`config.mk`:
```
export PLATFORM = sky130hd
export DESIGN_NAME = expression_token_scanner_flat
export DESIGN_NICKNAME = d
export VERILOG_FILES = /design/src/sv/etsc_pkg.sv /design/src/sv/etsc_req_if.sv /design/src/sv/etsc_rsp_if.sv /design/src/sv/etsc_classify.sv /design/src/sv/etsc_scan_core.sv /design/src/sv/etsc_rsp_fifo.sv /design/src/sv/expression_token_scanner.sv /design/src/flat_wrapper.sv
export SDC_FILE = /design/constraint.sdc
export NUM_CORES = 1
export LEC_CHECK = 0
export ABC_AREA = 1
export BUFFER_PORTS_ARGS = -buffer_cell sky130_fd_sc_hd__buf_4
export CORE_MARGIN = 1.5
export CORE_UTILIZATION = 38
export CTS_BUF_LIST = sky130_fd_sc_hd__clkbuf_16
export CTS_CLUSTER_DIAMETER = 100
export DETAILED_ROUTE_END_ITERATION = 10
export SLEW_MARGIN = 15
export SYNTH_ARGS = -nofsm -noshare
export SYNTH_HDL_FRONTEND = slang
export SYNTH_SLANG_ARGS = --single-unit
export TNS_END_PERCENT = 20
```
`constraint.sdc`:
```
create_clock -name clock -period 3.7 [get_ports clock]
set_clock_uncertainty 0.2 [all_clocks]
set_input_delay 0.185 -clock clock [delete_from_list [all_inputs] [get_ports clock]]
set_output_delay 0.185 -clock clock [all_outputs]
set_load 0.03 [all_outputs]
```
`src/sv/etsc_pkg.sv`:
```
`default_nettype none

package etsc_pkg;

   // Scanner states
   localparam logic [2:0] ST_START = 3'd0;
   localparam logic [2:0] ST_VAR   = 3'd1;
   localparam logic [2:0] ST_INT   = 3'd2;
   localparam logic [2:0] ST_POINT = 3'd3;
   localparam logic [2:0] ST_FLOAT = 3'd4;
   localparam logic [2:0] ST_ERROR = 3'd5;

   // Character classes
   localparam logic [2:0] CL_LETTER = 3'd0;
   localparam logic [2:0] CL_DIGIT  = 3'd1;
   localparam logic [2:0] CL_DOT    = 3'd2;
   localparam logic [2:0] CL_OP     = 3'd3;
   localparam logic [2:0] CL_SPACE  = 3'd4;
   localparam logic [2:0] CL_OTHER  = 3'd5;

   // Input transaction kinds
   localparam logic KIND_CHAR = 1'b0;
   localparam logic KIND_END  = 1'b1;

   // Result kinds
   localparam logic [1:0] RK_TOKEN      = 2'd0;
   localparam logic [1:0] RK_BAD_CHAR   = 2'd1;
   localparam logic [1:0] RK_INCOMPLETE = 2'd2;

   // Token types
   localparam logic [3:0] TT_VAR    = 4'd0;
   localparam logic [3:0] TT_INT    = 4'd1;
   localparam logic [3:0] TT_FLOAT  = 4'd2;
   localparam logic [3:0] TT_ASSIGN = 4'd3;
   localparam logic [3:0] TT_PLUS   = 4'd4;
   localparam logic [3:0] TT_MINUS  = 4'd5;
   localparam logic [3:0] TT_TIMES  = 4'd6;
   localparam logic [3:0] TT_DIVIDE = 4'd7;
   localparam logic [3:0] TT_LPAREN = 4'd8;
   localparam logic [3:0] TT_RPAREN = 4'd9;

   // Characters
   localparam logic [7:0] CH_LOWER_A = 8'h61;
   localparam logic [7:0] CH_LOWER_Z = 8'h7A;
   localparam logic [7:0] CH_ZERO    = 8'h30;
   localparam logic [7:0] CH_NINE    = 8'h39;
   localparam logic [7:0] CH_DOT     = 8'h2E;
   localparam logic [7:0] CH_EQUAL   = 8'h3D;
   localparam logic [7:0] CH_PLUS    = 8'h2B;
   localparam logic [7:0] CH_MINUS   = 8'h2D;
   localparam logic [7:0] CH_STAR    = 8'h2A;
   localparam logic [7:0] CH_SLASH   = 8'h2F;
   localparam logic [7:0] CH_LPAREN  = 8'h28;
   localparam logic [7:0] CH_RPAREN  = 8'h29;
   localparam logic [7:0] CH_SPACE   = 8'h20;
   localparam logic [7:0] CH_TAB     = 8'h09;
   localparam logic [7:0] CH_LF      = 8'h0A;
   localparam logic [7:0] CH_CR      = 8'h0D;

   // Result queue
   localparam int RSP_DEPTH    = 4;
   localparam int RSP_PTR_BITS = 2;
   localparam int RSP_CNT_BITS = 3;

   typedef struct packed {
      logic [2:0] char_class;
      logic [3:0] op_type;
   } class_info_type;

   typedef struct packed {
      logic [1:0]  result_kind;
      logic [3:0]  token_type;
      logic [31:0] start_position;
      logic [15:0] token_length;
      logic [7:0]  bad_character;
      logic        last_of_run;
   } rsp_item_type;

   // Up to two results produced by one step of the scanner
   typedef struct packed {
      logic [1:0]   n_items;
      rsp_item_type first;
      rsp_item_type second;
   } push_type;

endpackage

`default_nettype wire

```
`src/sv/etsc_req_if.sv`:
```
`default_nettype none

interface etsc_req_if;
   logic       valid;
   logic       ready;
   logic       kind;
   logic [7:0] character;

   modport source (output valid, output kind, output character, input ready);
   modport sink   (input valid, input kind, input character, output ready);
endinterface

`default_nettype wire

```
`src/sv/etsc_rsp_if.sv`:
```
`default_nettype none

interface etsc_rsp_if;
   logic        valid;
   logic        ready;
   logic [1:0]  result_kind;
   logic [3:0]  token_type;
   logic [31:0] start_position;
   logic [15:0] token_length;
   logic [7:0]  bad_character;
   logic        last_of_run;

   modport source (output valid, output result_kind, output token_type,
                   output start_position, output token_length,
                   output bad_character, output last_of_run, input ready);
   modport sink   (input valid, input result_kind, input token_type,
                   input start_position, input token_length,
                   input bad_character, input last_of_run, output ready);
endinterface

`default_nettype wire

```
`src/sv/etsc_classify.sv`:
```
`default_nettype none

module etsc_classify (
   input  logic [7:0]                character,
   output etsc_pkg::class_info_type  cinfo
);

   always_comb begin
      cinfo.op_type = etsc_pkg::TT_VAR;
      if (character >= etsc_pkg::CH_LOWER_A && character <= etsc_pkg::CH_LOWER_Z) begin
         cinfo.char_class = etsc_pkg::CL_LETTER;
      end else if (character >= etsc_pkg::CH_ZERO && character <= etsc_pkg::CH_NINE) begin
         cinfo.char_class = etsc_pkg::CL_DIGIT;
      end else begin
         case (character)
            etsc_pkg::CH_DOT: begin
               cinfo.char_class = etsc_pkg::CL_DOT;
            end
            etsc_pkg::CH_EQUAL: begin
               cinfo.char_class = etsc_pkg::CL_OP;
               cinfo.op_type    = etsc_pkg::TT_ASSIGN;
            end
            etsc_pkg::CH_PLUS: begin
               cinfo.char_class = etsc_pkg::CL_OP;
               cinfo.op_type    = etsc_pkg::TT_PLUS;
            end
            etsc_pkg::CH_MINUS: begin
               cinfo.char_class = etsc_pkg::CL_OP;
               cinfo.op_type    = etsc_pkg::TT_MINUS;
            end
            etsc_pkg::CH_STAR: begin
               cinfo.char_class = etsc_pkg::CL_OP;
               cinfo.op_type    = etsc_pkg::TT_TIMES;
            end
            etsc_pkg::CH_SLASH: begin
               cinfo.char_class = etsc_pkg::CL_OP;
               cinfo.op_type    = etsc_pkg::TT_DIVIDE;
            end
            etsc_pkg::CH_LPAREN: begin
               cinfo.char_class = etsc_pkg::CL_OP;
               cinfo.op_type    = etsc_pkg::TT_LPAREN;
            end
            etsc_pkg::CH_RPAREN: begin
               cinfo.char_class = etsc_pkg::CL_OP;
               cinfo.op_type    = etsc_pkg::TT_RPAREN;
            end
            etsc_pkg::CH_SPACE, etsc_pkg::CH_TAB, etsc_pkg::CH_LF, etsc_pkg::CH_CR: begin
               cinfo.char_class = etsc_pkg::CL_SPACE;
            end
            default: begin
               cinfo.char_class = etsc_pkg::CL_OTHER;
            end
         endcase
      end
   end

endmodule

`default_nettype wire

```
`src/sv/etsc_scan_core.sv`:
```
`default_nettype none

module etsc_scan_core #(
   parameter int POSITION_BITS = 32,
   parameter int LENGTH_BITS   = 16
) (
   input  logic                      clock,
   input  logic                      reset,
   input  logic                      fire,
   input  logic                      kind,
   input  logic [7:0]                character,
   input  etsc_pkg::class_info_type  cinfo,
   output etsc_pkg::push_type        push
);

   logic [2:0]               state_ff, state_in;
   logic [POSITION_BITS-1:0] pos_ff, pos_in;
   logic [POSITION_BITS-1:0] pstart_ff, pstart_in;
   logic [LENGTH_BITS-1:0]   plen_ff, plen_in;

   logic [POSITION_BITS-1:0] pos_inc;
   logic [LENGTH_BITS-1:0]   len_inc;
   logic                     active;
   logic                     err;
   logic [1:0]               n_items;
   etsc_pkg::rsp_item_type   pend_item, op_item, bad_item, inc_item;
   etsc_pkg::rsp_item_type   res_a, res_b;

   // saturating counters
   assign pos_inc = (pos_ff == '1) ? pos_ff : pos_ff + POSITION_BITS'(1);
   assign len_inc = (plen_ff == '1) ? plen_ff : plen_ff + LENGTH_BITS'(1);

   assign active = (state_ff == etsc_pkg::ST_START) || (state_ff == etsc_pkg::ST_VAR) ||
                   (state_ff == etsc_pkg::ST_INT)   || (state_ff == etsc_pkg::ST_POINT) ||
                   (state_ff == etsc_pkg::ST_FLOAT);

   always_comb begin
      pend_item.result_kind    = etsc_pkg::RK_TOKEN;
      pend_item.token_type     = (state_ff == etsc_pkg::ST_VAR) ? etsc_pkg::TT_VAR :
                                 (state_ff == etsc_pkg::ST_INT) ? etsc_pkg::TT_INT :
                                                                  etsc_pkg::TT_FLOAT;
      pend_item.start_position = 32'(pstart_ff);
      pend_item.token_length   = 16'(plen_ff);
      pend_item.bad_character  = 8'd0;
      pend_item.last_of_run    = 1'b0;

      op_item.result_kind    = etsc_pkg::RK_TOKEN;
      op_item.token_type     = cinfo.op_type;
      op_item.start_position = 32'(pos_ff);
      op_item.token_length   = 16'd1;
      op_item.bad_character  = 8'd0;
      op_item.last_of_run    = 1'b0;

      bad_item.result_kind    = etsc_pkg::RK_BAD_CHAR;
      bad_item.token_type     = etsc_pkg::TT_VAR;
      bad_item.start_position = 32'(pos_ff);
      bad_item.token_length   = 16'd0;
      bad_item.bad_character  = character;
      bad_item.last_of_run    = 1'b0;

      inc_item.result_kind    = etsc_pkg::RK_INCOMPLETE;
      inc_item.token_type     = etsc_pkg::TT_VAR;
      inc_item.start_position = 32'(pstart_ff);
      inc_item.token_length   = 16'd0;
      inc_item.bad_character  = 8'd0;
      inc_item.last_of_run    = 1'b0;
   end

   always_comb begin
      state_in  = state_ff;
      pos_in    = pos_ff;
      pstart_in = pstart_ff;
      plen_in   = plen_ff;
      n_items   = 2'd0;
      res_a     = pend_item;
      res_b     = op_item;
      err       = 1'b0;

      if (kind == etsc_pkg::KIND_END) begin
         if (state_ff == etsc_pkg::ST_VAR || state_ff == etsc_pkg::ST_INT ||
             state_ff == etsc_pkg::ST_FLOAT) begin
            n_items = 2'd1;
         end else if (state_ff == etsc_pkg::ST_POINT) begin
            n_items = 2'd1;
            res_a   = inc_item;
         end
         state_in  = etsc_pkg::ST_START;
         pos_in    = '0;
         pstart_in = '0;
         plen_in   = '0;
      end else begin
         pos_in = pos_inc;
         if (active) begin
            case (cinfo.char_class)
               etsc_pkg::CL_LETTER: begin
                  if (state_ff == etsc_pkg::ST_START) begin
                     state_in  = etsc_pkg::ST_VAR;
                     pstart_in = pos_ff;
                     plen_in   = LENGTH_BITS'(1);
                  end else if (state_ff == etsc_pkg::ST_VAR) begin
                     plen_in = len_inc;
                  end else if (state_ff == etsc_pkg::ST_INT) begin
                     n_items   = 2'd1;
                     state_in  = etsc_pkg::ST_VAR;
                     pstart_in = pos_ff;
                     plen_in   = LENGTH_BITS'(1);
                  end else begin
                     err = 1'b1;
                  end
               end
               etsc_pkg::CL_DIGIT: begin
                  if (state_ff == etsc_pkg::ST_START) begin
                     state_in  = etsc_pkg::ST_INT;
                     pstart_in = pos_ff;
                     plen_in   = LENGTH_BITS'(1);
                  end else if (state_ff == etsc_pkg::ST_VAR) begin
                     n_items   = 2'd1;
                     state_in  = etsc_pkg::ST_INT;
                     pstart_in = pos_ff;
                     plen_in   = LENGTH_BITS'(1);
                  end else if (state_ff == etsc_pkg::ST_INT) begin
                     plen_in = len_inc;
                  end else begin
                     // digits after the point
                     state_in = etsc_pkg::ST_FLOAT;
                     plen_in  = len_inc;
                  end
               end
               etsc_pkg::CL_DOT: begin
                  if (state_ff == etsc_pkg::ST_INT) begin
                     state_in = etsc_pkg::ST_POINT;
                     plen_in  = len_inc;
                  end else begin
                     err = 1'b1;
                  end
               end
               etsc_pkg::CL_OP: begin
                  if (state_ff == etsc_pkg::ST_POINT) begin
                     err = 1'b1;
                  end else begin
                     if (state_ff != etsc_pkg::ST_START) begin
                        n_items = 2'd2;
                     end else begin
                        n_items = 2'd1;
                        res_a   = op_item;
                     end
                     state_in  = etsc_pkg::ST_START;
                     pstart_in = '0;
                     plen_in   = '0;
                  end
               end
               etsc_pkg::CL_SPACE: begin
                  if (state_ff == etsc_pkg::ST_POINT) begin
                     err = 1'b1;
                  end else begin
                     if (state_ff != etsc_pkg::ST_START) begin
                        n_items = 2'd1;
                     end
                     state_in  = etsc_pkg::ST_START;
                     pstart_in = '0;
                     plen_in   = '0;
                  end
               end
               default: begin
                  err = 1'b1;
               end
            endcase
            if (err) begin
               n_items   = 2'd1;
               res_a     = bad_item;
               state_in  = etsc_pkg::ST_ERROR;
               pstart_in = '0;
               plen_in   = '0;
            end
         end
      end

      if (n_items == 2'd1) begin
         res_a.last_of_run = 1'b1;
      end
      res_b.last_of_run = 1'b1;
   end

   always_ff @(posedge clock) begin
      if (reset) begin
         state_ff  <= etsc_pkg::ST_START;
         pos_ff    <= '0;
         pstart_ff <= '0;
         plen_ff   <= '0;
      end else if (fire) begin
         state_ff  <= state_in;
         pos_ff    <= pos_in;
         pstart_ff <= pstart_in;
         plen_ff   <= plen_in;
      end
   end

   assign push.n_items = fire ? n_items : 2'd0;
   assign push.first   = res_a;
   assign push.second  = res_b;

`ifndef SYNTHESIS
   a_error_has_no_type: assert property (@(posedge clock) disable iff (reset)
      (push.n_items != 2'd0 && push.first.result_kind != etsc_pkg::RK_TOKEN)
         |-> (push.first.token_type == etsc_pkg::TT_VAR &&
              push.first.token_length == 16'd0 && push.n_items == 2'd1))
      else $error("error result carries token data or a second result");
`endif

endmodule

`default_nettype wire

```
`src/sv/etsc_rsp_fifo.sv`:
```
`default_nettype none

module etsc_rsp_fifo (
   input  logic                    clock,
   input  logic                    reset,
   input  etsc_pkg::push_type      push,
   input  logic                    pop,
   output logic                    space_ok,
   output logic                    head_valid,
   output etsc_pkg::rsp_item_type  head
);

   localparam int PB = etsc_pkg::RSP_PTR_BITS;
   localparam int CB = etsc_pkg::RSP_CNT_BITS;

   etsc_pkg::rsp_item_type entries_ff [etsc_pkg::RSP_DEPTH];
   logic [PB-1:0] wr_ptr_ff, wr_ptr_in;
   logic [PB-1:0] rd_ptr_ff, rd_ptr_in;
   logic [CB-1:0] count_ff, count_in;
   logic [PB-1:0] wr_ptr_next;

   assign wr_ptr_next = wr_ptr_ff + PB'(1);
   assign wr_ptr_in   = wr_ptr_ff + PB'(push.n_items);
   assign rd_ptr_in   = rd_ptr_ff + PB'(pop);
   assign count_in    = count_ff + CB'(push.n_items) - CB'(pop);

   // room for the worst case of one step, no credit for a pop
   assign space_ok   = (count_ff <= CB'(etsc_pkg::RSP_DEPTH - 2));
   assign head_valid = (count_ff != '0);
   assign head       = entries_ff[rd_ptr_ff];

   always_ff @(posedge clock) begin
      if (push.n_items != 2'd0) begin
         entries_ff[wr_ptr_ff] <= push.first;
      end
      if (push.n_items == 2'd2) begin
         entries_ff[wr_ptr_next] <= push.second;
      end
   end

   always_ff @(posedge clock) begin
      if (reset) begin
         wr_ptr_ff <= '0;
         rd_ptr_ff <= '0;
         count_ff  <= '0;
      end else begin
         wr_ptr_ff <= wr_ptr_in;
         rd_ptr_ff <= rd_ptr_in;
         count_ff  <= count_in;
      end
   end

`ifndef SYNTHESIS
   a_no_overflow: assert property (@(posedge clock) disable iff (reset)
      count_ff <= CB'(etsc_pkg::RSP_DEPTH))
      else $error("result queue overflow");

   a_push_needs_room: assert property (@(posedge clock) disable iff (reset)
      (push.n_items != 2'd0) |-> space_ok)
      else $error("scanner stepped without room for its results");

   a_ptr_count_match: assert property (@(posedge clock) disable iff (reset)
      PB'(wr_ptr_ff - rd_ptr_ff) == count_ff[PB-1:0])
      else $error("queue pointers disagree with count");

   a_reset_empty: assert property (@(posedge clock)
      reset |=> (count_ff == '0 && wr_ptr_ff == rd_ptr_ff))
      else $error("queue not empty after reset");
`endif

endmodule

`default_nettype wire

```
`src/sv/expression_token_scanner.sv`:
```
`default_nettype none

// Expression token scanner. Each req_chan transaction carries one byte (kind 0)
// or an end marker (kind 1). Bytes are classed as lowercase letter, digit,
// point, operator (= + - * / ( )), whitespace or other, and a small automaton
// (start, variable, integer, after-point, float, error) builds variable,
// integer and float tokens. Each finished token comes out on rsp_chan as one
// transaction with type, start position and length; operators are reported
// at once, after any token they close. An invalid byte gives an error result
// and every later byte is dropped until the end marker, which flushes a
// pending token (or reports an incomplete float after a bare point) and
// returns the scanner to its reset state. Position and length saturate.
// Rate: one transaction per cycle in, one per cycle out, while rsp_chan is
// ready and the result queue has room. An operator that closes a pending
// token makes two results (the token, then the operator); the 4-entry result
// queue drains one per cycle, so a run of such bytes holds back the input.
// A byte passes the input register, then the scanner step into the queue.
module expression_token_scanner #(
   parameter int POSITION_BITS = 32,
   parameter int LENGTH_BITS   = 16
) (
   input  logic        clock,
   input  logic        reset,
   etsc_req_if.sink    req_chan,
   etsc_rsp_if.source  rsp_chan
);

   // input register
   logic       in_valid_ff, in_valid_in;
   logic       in_kind_ff;
   logic [7:0] in_char_ff;

   logic                      req_take;
   logic                      step;
   logic                      space_ok;
   logic                      head_valid;
   etsc_pkg::class_info_type  cinfo;
   etsc_pkg::push_type        push;
   etsc_pkg::rsp_item_type    head;

   // the held byte steps the scanner once the queue can take two results
   assign step     = in_valid_ff && space_ok;
   assign req_chan.ready = !in_valid_ff || step;
   assign req_take = req_chan.valid && req_chan.ready;

   always_comb begin
      in_valid_in = in_valid_ff;
      if (req_take) begin
         in_valid_in = 1'b1;
      end else if (step) begin
         in_valid_in = 1'b0;
      end
   end

   always_ff @(posedge clock) begin
      if (reset) begin
         in_valid_ff <= 1'b0;
      end else begin
         in_valid_ff <= in_valid_in;
      end
   end

   always_ff @(posedge clock) begin
      if (req_take) begin
         in_kind_ff <= req_chan.kind;
         in_char_ff <= req_chan.character;
      end
   end

   etsc_classify u_classify (
      .character (in_char_ff),
      .cinfo     (cinfo)
   );

   etsc_scan_core #(
      .POSITION_BITS (POSITION_BITS),
      .LENGTH_BITS   (LENGTH_BITS)
   ) u_scan_core (
      .clock     (clock),
      .reset     (reset),
      .fire      (step),
      .kind      (in_kind_ff),
      .character (in_char_ff),
      .cinfo     (cinfo),
      .push      (push)
   );

   // result queue; its head drives the response transaction
   etsc_rsp_fifo u_rsp_fifo (
      .clock      (clock),
      .reset      (reset),
      .push       (push),
      .pop        (rsp_chan.valid && rsp_chan.ready),
      .space_ok   (space_ok),
      .head_valid (head_valid),
      .head       (head)
   );

   assign rsp_chan.valid          = head_valid;
   assign rsp_chan.result_kind    = head.result_kind;
   assign rsp_chan.token_type     = head.token_type;
   assign rsp_chan.start_position = head.start_position;
   assign rsp_chan.token_length   = head.token_length;
   assign rsp_chan.bad_character  = head.bad_character;
   assign rsp_chan.last_of_run    = head.last_of_run;

endmodule

`default_nettype wire
```
`src/flat_wrapper.sv`:
```
// flat-port wrapper written by rule: the top's interface ports become plain ports
module expression_token_scanner_flat 
#(
   parameter int POSITION_BITS = 32,
   parameter int LENGTH_BITS   = 16
)
  (clock, reset, req_chan_valid, req_chan_kind, req_chan_character, req_chan_ready, rsp_chan_valid, rsp_chan_result_kind, rsp_chan_token_type, rsp_chan_start_position, rsp_chan_token_length, rsp_chan_bad_character, rsp_chan_last_of_run, rsp_chan_ready);
  etsc_req_if req_chan_i ();
  etsc_rsp_if rsp_chan_i ();
  input  logic clock;
  input  logic reset;
  input wire logic [$bits(req_chan_i.valid)-1:0] req_chan_valid;
  input wire logic [$bits(req_chan_i.kind)-1:0] req_chan_kind;
  input wire logic [$bits(req_chan_i.character)-1:0] req_chan_character;
  output wire logic [$bits(req_chan_i.ready)-1:0] req_chan_ready;
  output wire logic [$bits(rsp_chan_i.valid)-1:0] rsp_chan_valid;
  output wire logic [$bits(rsp_chan_i.result_kind)-1:0] rsp_chan_result_kind;
  output wire logic [$bits(rsp_chan_i.token_type)-1:0] rsp_chan_token_type;
  output wire logic [$bits(rsp_chan_i.start_position)-1:0] rsp_chan_start_position;
  output wire logic [$bits(rsp_chan_i.token_length)-1:0] rsp_chan_token_length;
  output wire logic [$bits(rsp_chan_i.bad_character)-1:0] rsp_chan_bad_character;
  output wire logic [$bits(rsp_chan_i.last_of_run)-1:0] rsp_chan_last_of_run;
  input wire logic [$bits(rsp_chan_i.ready)-1:0] rsp_chan_ready;
  assign req_chan_i.valid = req_chan_valid;
  assign req_chan_i.kind = req_chan_kind;
  assign req_chan_i.character = req_chan_character;
  assign req_chan_ready = req_chan_i.ready;
  assign rsp_chan_valid = rsp_chan_i.valid;
  assign rsp_chan_result_kind = rsp_chan_i.result_kind;
  assign rsp_chan_token_type = rsp_chan_i.token_type;
  assign rsp_chan_start_position = rsp_chan_i.start_position;
  assign rsp_chan_token_length = rsp_chan_i.token_length;
  assign rsp_chan_bad_character = rsp_chan_i.bad_character;
  assign rsp_chan_last_of_run = rsp_chan_i.last_of_run;
  assign rsp_chan_i.ready = rsp_chan_ready;
  expression_token_scanner #(.POSITION_BITS(POSITION_BITS), .LENGTH_BITS(LENGTH_BITS)) u_core (.clock(clock), .reset(reset), .req_chan(req_chan_i), .rsp_chan(rsp_chan_i));
endmodule
```
Yosys cells after proc, flatten, opt, wreduce, memory -nomap -nowiden
Memories as Yosys holds them, arrays and structs flattened. A register that Yosys moved wholly into a read port is not among the register bits.
Index checks and enable logic that the tools add are counted.
W data, S select, Z words.

operators by class
  $add $sub $neg = 7
  order comparisons = 5
  equality and inequality tests = 32
  muxes and demuxes = 83
  reductions and logical operators = 29

operators by type and width
  cell                     count
  $mux W32                 11
  $mux W63                 5
  $mux W61                 3
  $mux W16                 11
  $pmux W32 S3             1
  $eq A8 B6 Y1 const B     9
  $pmux W16 S4             1
  $mux W3                  13
  $add A32 B1 Y32 const B  1
  $eq A32 B32 Y1 const B   1
  $pmux W4 S7              1
  $eq A8 B4 Y1 const B     3
  $mux W1                  22
  $mux W2                  9
  $add A16 B1 Y16 const B  1
  $eq A16 B16 Y1 const B   1
  $ne A5 B4 Y1 const B     3
  $eq A3 B2 Y1 const B     4
  $ne A6 B5 Y1 const B     2
  $pmux W3 S4              1
  $pmux W3 S3              1
  $ge A8 B6 Y1 const B     1
  $ge A8 B7 Y1 const B     1
  $le A8 B6 Y1 const B     1
  other kinds (32)         49

storage, ports and cells
  register bits = 100
  memory bits (writable) = 252
  output and inout port bits = 65
  logic and storage cells = 167
  memories kept = 1

memory list
  name                          depth  width  read ports  clocked after memory_dff  wr ports  line                 source
  u_core.u_rsp_fifo.entries_ff  4      63     1           1                         2         etsc_rsp_fifo.sv:16  etsc_pkg::rsp_item_type entries_ff [etsc_pkg::RSP_DEPTH];

Logic depth before layout (Yosys ltp)
Gate-level depths: netlist of the first run.

  word-level depth = 17
  depth in mapped cells = 19
  gate-level depth less buffers = 19

Cells and area by module
Synthesis of the first run repeated with hierarchy kept, for this count alone.

unflattened totals
  cell total of the unflattened synthesis = 2502
  area total of the unflattened synthesis = 19531.2 um^2

by module, submodules not included
  module                    times used  cells each  area each (um^2)  sequential area each (um^2)
  etsc_rsp_fifo             1           1420        13077.5           7707.4
  etsc_scan_core            1           1008        5856.9            1661.6
  expression_token_scanner  1           19          332.8             290.3
  etsc_classify             1           55          264.0             0.0

Worst setup path before layout of the first run
OpenSTA, ideal clock, no wires.

  path kind = register to register
  start = register u_core.in_char_ff[4]
  end = memory u_core.u_rsp_fifo.entries_ff[1][59] (netlist bit) (data pin)
  library setup time = 144 ps
  arrival time = 2906 ps
  required time = 3356 ps
  slack = 449 ps
  stages on the path, launching flop included = 19
  path buffers = 1
  period minus slack after synthesis = 3251 ps
  path through = edfxtp_1 inv_2 nand2_1 nor2_4 nand3_1 inv_1 nand2_1 nand2_1 a21oi_4 nand3_4 nand2_2 nand2_2 nand2_2 nand2_2 buf_6 nand2_2 nand2_1 nand2_1 nor2_1

RTL lines
  what                      line                            source
  start: declaration        expression_token_scanner.sv:31  logic [7:0] in_char_ff;
  start signal: assignment  expression_token_scanner.sv:66  in_char_ff <= req_chan.character;
  end: declaration          etsc_rsp_fifo.sv:16

==> results of run 1 <==
## where the power goes
part / internal [uW] / switching (uW) / total, uW
Clock: 2180 / 1600 / 3780
Combinational: 1360 / 3040 / 4400
Sequential: 4580 / 333 / 4920
Total: 8130 / 4970 / 13100
## metal layers
metal	vias to the layer above	track usage, %	wire (um)
met5	-	0	0
met4	0	5.601	994
met3	82	3.920	4152
met2	570	37.74	25830
met1	7846	32.65	25470
li1	8025	-	-
## worst paths after layout
kind	endpoint
max	u_core.u_rsp_fifo.entries_ff[1][30]
min	u_core.u_rsp_fifo.rd_ptr_ff[0]
max reg2reg	u_core.u_rsp_fifo.entries_ff[1][30]
min reg2reg	u_core.u_scan_core.pstart_ff[4]
## metrics by stage
stage          utilization [%]  total power [uW]
2_1_floorplan                -              7813
3_3_place_gp             40.79              9323
3_5_place_dp             40.79              9388
4_1_cts                  43.71             13170
5_1_grt                  43.71             13790
6_report                 43.71             13100
## cell families after synthesis
kind of cell,after synthesis,synth area share [%]
flops,352,48.12
xor+xnor,25,1.228
simple gates,1043,25.27
buf+inv,331,7.608
fa+ha+maj,8,0.6036
compound gates,586,17.17
## registers in the layout, summed over array words and instances, names as in the netlist
signal,flops
u_core.in_char_ff,8
u_core.in_kind_ff,1
u_core.in_valid_ff,1
u_core.u_rsp_fifo.count_ff,3
u_core.u_rsp_fifo.entries_ff,252
u_core.u_rsp_fifo.rd_ptr_ff,2
u_core.u_rsp_fifo.wr_ptr_ff,2
u_core.u_scan_core.plen_ff,16
u_core.u_scan_core.pos_ff,32
u_core.u_scan_core.pstart_ff,32
u_core.u_scan_core.state_ff,3
## placed cells by master (no fill, tap or decap), types with 2 or more instances in the layout
| cell | instances |
|---|---|
| o211ai_1 | 3 |
| nor4_1 | 10 |
| bufinv_16 | 2 |
| o21ai_1 | 48 |
| a21oi_1 | 158 |
| nor3b_1 | 4 |
| nor3_1 | 56 |
| or2_2 | 5 |
| ha_1 | 7 |
| buf_12 | 7 |
| nand2_2 | 20 |
| nor2_1 | 374 |
| inv_2 | 6 |
| clkinv_1 | 15 |
| xnor2_1 | 2 |
| a211oi_1 | 3 |
| clkbuf_16 | 42 |
| nand2_4 | 2 |
| buf_4 | 121 |
| xor2_1 | 23 |
| clkinvlp_4 | 2 |
| nand4_1 | 28 |
| nand3_1 | 230 |
| nor2_4 | 5 |
| inv_1 | 164 |
| o22ai_1 | 74 |
| dlygate4sd3_1 | 12 |
| clkinv_2 | 4 |
| edfxtp_1 | 153 |
| nand2_1 | 300 |
| nand3_2 | 2 |
| o21ai_0 | 296 |
| dfxtp_1 | 197 |
| nand3b_1 | 5 |
## area by class of cell
class	instances	share of cell area, %
Sequential cell	352	42.27
Multi-Input combinational cell	1662	39.13
Timing Repair Buffer	140	5.755
Clock buffer	42	5.176
Tap cell	607	3.740
Inverter	163	3.019
Clock inverter	31	0.9119
## critical path: stages, from the launching register on
cell	delay [ns]
edfxtp_1	0.48
inv_2	0.11
nor2_1	0.05
nand2_1	0.12
nand3b_1	0.19
a21oi_1	0.22
nand3_2	0.16
nand3_4	0.17
nand2_2	0.06
nand2_2	0.12
nand2_2	0.12
nand2_8	0.11
buf_12	0.46
nand3_1	0.18
o21ai_1	0.14
==> flow_summary.toml, run 1 <==
[run_status]
outcome = "complete, no violations"

[yosys]
ys_seq_area_share_pct = 48.12
ys_ff_latch = 352
ys_top_cells_by_count = "nor2_1, nand2_1, o21ai_0, nand3_1, dfxtp_1"
synth.cell_area_sq_um = 17830
synth_top_area_share_pct = 25.77
syn_avg_cell_area_sq_um = 7.602
synthDistinctLibCells = 39
ys.flop_type = "dfxtp_1"
post_synth_main_area_contributors = "edfxtp_1, dfxtp_1, o21ai_0"
ys.warnings.count = 0
yosysMostFrequentCell = "nor2_1"
synthesis.instances = 2345
yosysTopAreaCell = "edfxtp_1"
synth_edf_count = 153
async_flop_share_pct = 0
synth_nets = 2366

[final_layout]
drive_gt1_share_pct = 9.372
fill_cells = 4673
final-seq-area_sq_um = 8583
final_cells = 2997
post-route-cell-area_sq_um = 20310
antenna_cells = 0
multi_input_area_sq_um = 7946
fin_nets = 2381
syn_to_final_growth_pct = 13.91

[timing]
worstMarginPinSlew_ns = 1.022
fmax_mhz = 302.4
finalHoldViolations = 0
rsz0062_at_grt = "false"
finalSetupTns_ns = 0
slew_violations = 0
finalCritPeriodShare_pct = 89.38
relSlewSlack_pct = 31.82
fin_crit_ns = 3.307
hold-worst-slack_ns = 0.07612
setup_slack_ns = 0.3928
setup_viol = 0

[die]
start_util_pct = 38.37
die_area_sq_um = 48220
die_w_um = 219.6
die_h_um = 219.6
num_rows = 79
core-area_sq_um = 46460
io_pins = 78

[hold_path]
hp-class = "primary input to register"
hold_depth = 5
holdCritStartpoint = "rsp_chan_ready"

[power]
irDropWorstVdd_mv = 0.4473
power_density_nw_per_um2 = 645.2
leakage_uw = 0.007819

[cts]
hold_buffers = 12
cts_root_buffer = "clkbuf_16"
cts_tree = "yes"
cts.repair.resized = 0
cts_max_level = 2
clock_sinks = 352
clock_latency_ns = 0.56
clock_path_buffers = 3
clkTransAtPathRegs_ns = 0.06
cts_buffers = 41
cts_setup_buffers = 0

[worst_setup_path]
startpoint = "u_core.in_char_ff[1]"
end_kind = "register"
cp.arrival_ns = 3.50
critical_path.max_fanout = 171
rrSetupSlack_ns = 0.39
reg2reg_depth = 14
startpoint_type = "register"
r2r-start = "u_core.in_char_ff[1]"
cp.required_ns = 3.89
path_class = "register to register"

[placed_design]
numPortBuffers = 77
dpl_cell_area_sq_um = 18950
dp_hpwl_mm = 35.16
place_inst = 2912
place_congestion = 0.9077
place_ws_ns = 0.5663

[detailed_routing]
drc = 0
ant_nets = 0
post_drt_wl_per_cell_um = 18.84
drt_pass1_iterations = 6
vias = 16520
wirelength_mm = 56.45
viasPerCell = 5.513
drt-initial-drc-count = 1722

[global_routing]
grt_pass1_vias = 15440
grt_pass1_wl_mm = 88.44
overflow = 0
grt_max_degree = 172
grtUsageTotal_pct = 23.40
antenna_found_initial = 0

[flow_run]
cap_viol_max_count = 0
Power figures use the tool's default switching activity.
==> run 2: changes to the inputs <==
Clock period 3.7 ns to 3.21 ns, I/O delays scaled along.
==> flow_summary.toml, run 2 (synthesized netlist as in run 1, its figures left out) <==
[run_status]
outcome = "complete, no violations"

[global_routing]
overflow = 0
grtUsageTotal_pct = 23.35
grt_pass1_vias = 15800
grt_max_degree = 112
antenna_found_initial = 1
grt_pass1_wl_mm = 88.45

[worst_setup_path]
end_kind = "register"
critical_path.max_fanout = 8
rrSetupSlack_ns = 0.20
r2r-start = "u_core.in_char_ff[1]"
cp.required_ns = 3.45
crit_family = "simple AND/OR/NAND/NOR gates"
slowest_delay_ns = 0.48
startpoint_type = "register"
crit_chain = "inv_2 > nor2_1 > nand2_1 > nand3b_1 > a21oi_1 > nand3_2 > nand3_4 > nand2_2 > nand2_2 > nand2_2 > inv_1 > ha_1 > inv_1 > fa_1 > xor2_1 > inv_1 > nor2_1"
worst-path-buf-inv = 4
r2r_end = "u_core.u_rsp_fifo.count_ff[2]"
cp.arrival_ns = 3.26
reg2reg_depth = 17
path_class = "register to register"
crit_path_top_delay_cell = "edfxtp_1"

[final_layout]
syn_to_final_growth_pct = 15.36
top_register = "u_core.u_rsp_fifo.entries_ff"
post-route-cell-area_sq_um = 20560
fill_cells = 4675
final_cell_mix = "nor2_1, nand2_1, o21ai_0"
final_cells = 3015
layout_commonest_cell = "nor2_1"
drive_gt1_share_pct = 10.26
largest_reg_flops = 252
antenna_cells = 0
reg_top3 = "u_core.u_rsp_fifo.entries_ff x252, u_core.u_scan_core.pos_ff x32, u_core.u_scan_core.pstart_ff x32"
fin_nets = 2397

[timing]
slew_violations = 0
relSlewSlack_pct = 44.98
fmax_mhz = 331.7
setup_viol = 0
finalCritPeriodShare_pct = 93.92
finalHoldViolations = 0
fin_crit_ns = 3.015
rsz0062_at_grt = "true"
setup_slack_ns = 0.1951
worstMarginPinSlew_ns = 0.8253

[die]
die_area_sq_um = 48220
io_pins = 78
num_rows = 79
start_util_pct = 38.37
core-area_sq_um = 46460
die_h_um = 219.6
die_w_um = 219.6

[cts]
clock_latency_ns = 0.56
clock_sinks = 352
cts_buffers = 40
cts_max_level = 2
clkTransAtPathRegs_ns = 0.06
cts_tree = "yes"
cts_setup_buffers = 0
clock_path_buffers = 3
cts_root_buffer = "clkbuf_16"

[detailed_routing]
wirelength_mm = 56.68
vias = 16730
drt-initial-drc-count = 1650
post_drt_wl_per_cell_um = 18.80
drc = 0
ant_nets = 0
viasPerCell = 5.548
drt_pass1_iterations = 6

[hold_path]
whs_endpoint = "u_core.u_rsp_fifo.rd_ptr_ff[0]"
hp-class = "primary input to register"
holdCritStartpoint = "rsp_chan_ready"
hold_depth = 5

[placed_design]
numPortBuffers = 77
place_inst = 2929
dp_hpwl_mm = 36.02
dpl_cell_area_sq_um = 19200
place_congestion = 0.9414
place_ws_ns = 0.2059

[power]
power_frac_seq_pct = 37.1
p_comb_share_pct = 34.2
internal_power_uw = 9392
p_switching_uw = 5781
power_switching_share_pct = 38.10
leakage_uw = 0.007947
power_density_nw_per_um2 = 737.8
clkPwrFrac_pct = 28.6
irDropWorstVdd_mv = 0.4951

[flow_run]
cap_viol_max_count = 0
==> run 2: cell count changes in the layout (fill, tap and decap cells not counted), moves of 2 or more <==
cell | before | now
buf_12 | 7 | 17
buf_4 | 121 | 125
clkinv_2 | 4 | 8
buf_6 | 0 | 3
inv_1 | 164 | 161
inv_6 | 0 | 2
==> run 2: power by group through the flow <==
| stage | registers [uW] | logic [uW] | clock network [uW] |
|---|---|---|---|
| 3_5_place_dp | 5710 | 5170 | 0 |
| 3_3_place_gp | 5700 | 5130 | 0 |
| 2_1_floorplan | 5580 | 3420 | 0 |
| 4_1_cts | 5630 | 5190 | 4410 |
| 5_1_grt | 5700 | 5630 | 4590 |
| 6_report | 5630 | 5200 | 4350 |
==> run 2: routing by layer <==
| metal | GRT usage, % | up-vias | part of all wire (%) |
|---|---|---|---|
| li1 | - | 8065 | - |
| met1 | 32.57 | 7929 | 45 |
| met2 | 37.63 | 645 | 46 |
| met3 | 3.741 | 85 | 7.7 |
| met4 | 5.986 | 2 | 1.8 |
| met5 | 0 | - | 0.012 |
==> run 2: cell type report <==
class | instances | area, sq um | share of cell area [%]
Multi-Input combinational cell | 1662 | 7949 | 38.65
Sequential cell | 352 | 8583 | 41.74
Clock inverter | 33 | 201.4 | 0.9796
Clock buffer | 41 | 1026 | 4.989
Timing Repair Buffer | 157 | 1433 | 6.966
Tap cell | 607 | 759.5 | 3.693
Inverter | 163 | 613.1 | 2.981
==> run 2: metrics by stage <==
stage               util (%)  TNS [ns]  hold slack [ns]  total power, uW
floorplan                  -    -1.087          0.05937             9005
global placement       41.34         0           0.1421            10820
detailed placement     41.34         0           0.1404            10880
CTS                    44.24         0         0.009582            15230
global route           44.27  -0.01239          0.05249            15920
finish                 44.27         0          0.04987            15170
==> run 2: worst max-delay path by stage <==
stage | endpoint | slack, ns | depth (start not counted) | from
after global routing | u_core.u_scan_core.pstart_ff[31] | -0.01 | 14 | u_core.in_char_ff[6]
final | u_core.u_rsp_fifo.count_ff[2] | 0.20 | 17 | u_core.in_char_ff[1]
after global placement | u_core.u_rsp_fifo.count_ff[2] | 0.25 | 17 | u_core.in_char_ff[1]
after CTS | u_core.u_rsp_fifo.entries_ff[0][42] | 0.15 | 14 | u_core.in_char_ff[1]
after detailed placement | u_core.u_rsp_fifo.count_ff[2] | 0.21 | 17 | u_core.in_char_ff[1]
after floorplan | u_core.u_rsp_fifo.entries_ff[0][59] | -0.03 | 18 | u_core.in_char_ff[4]
==> run 2: worst reg2reg max path, delay by kind of cell, from the launching register on <==
kind / cells / cell delay [ns]
xor+xnor: 1 / 0.17
fa+ha+maj: 2 / 0.52
simple gates: 9 / 0.98
flops: 1 / 0.48
compound gates: 1 / 0.22
buf+inv: 4 / 0.32
==> run 2: timing repair <==
item | in CTS | in global routing
hold endpoints to repair | 46 | 0
endpoints found under the setup margin | 0 | 74
hold buffers | 12 | 0
gates resized for setup | 0 | 4
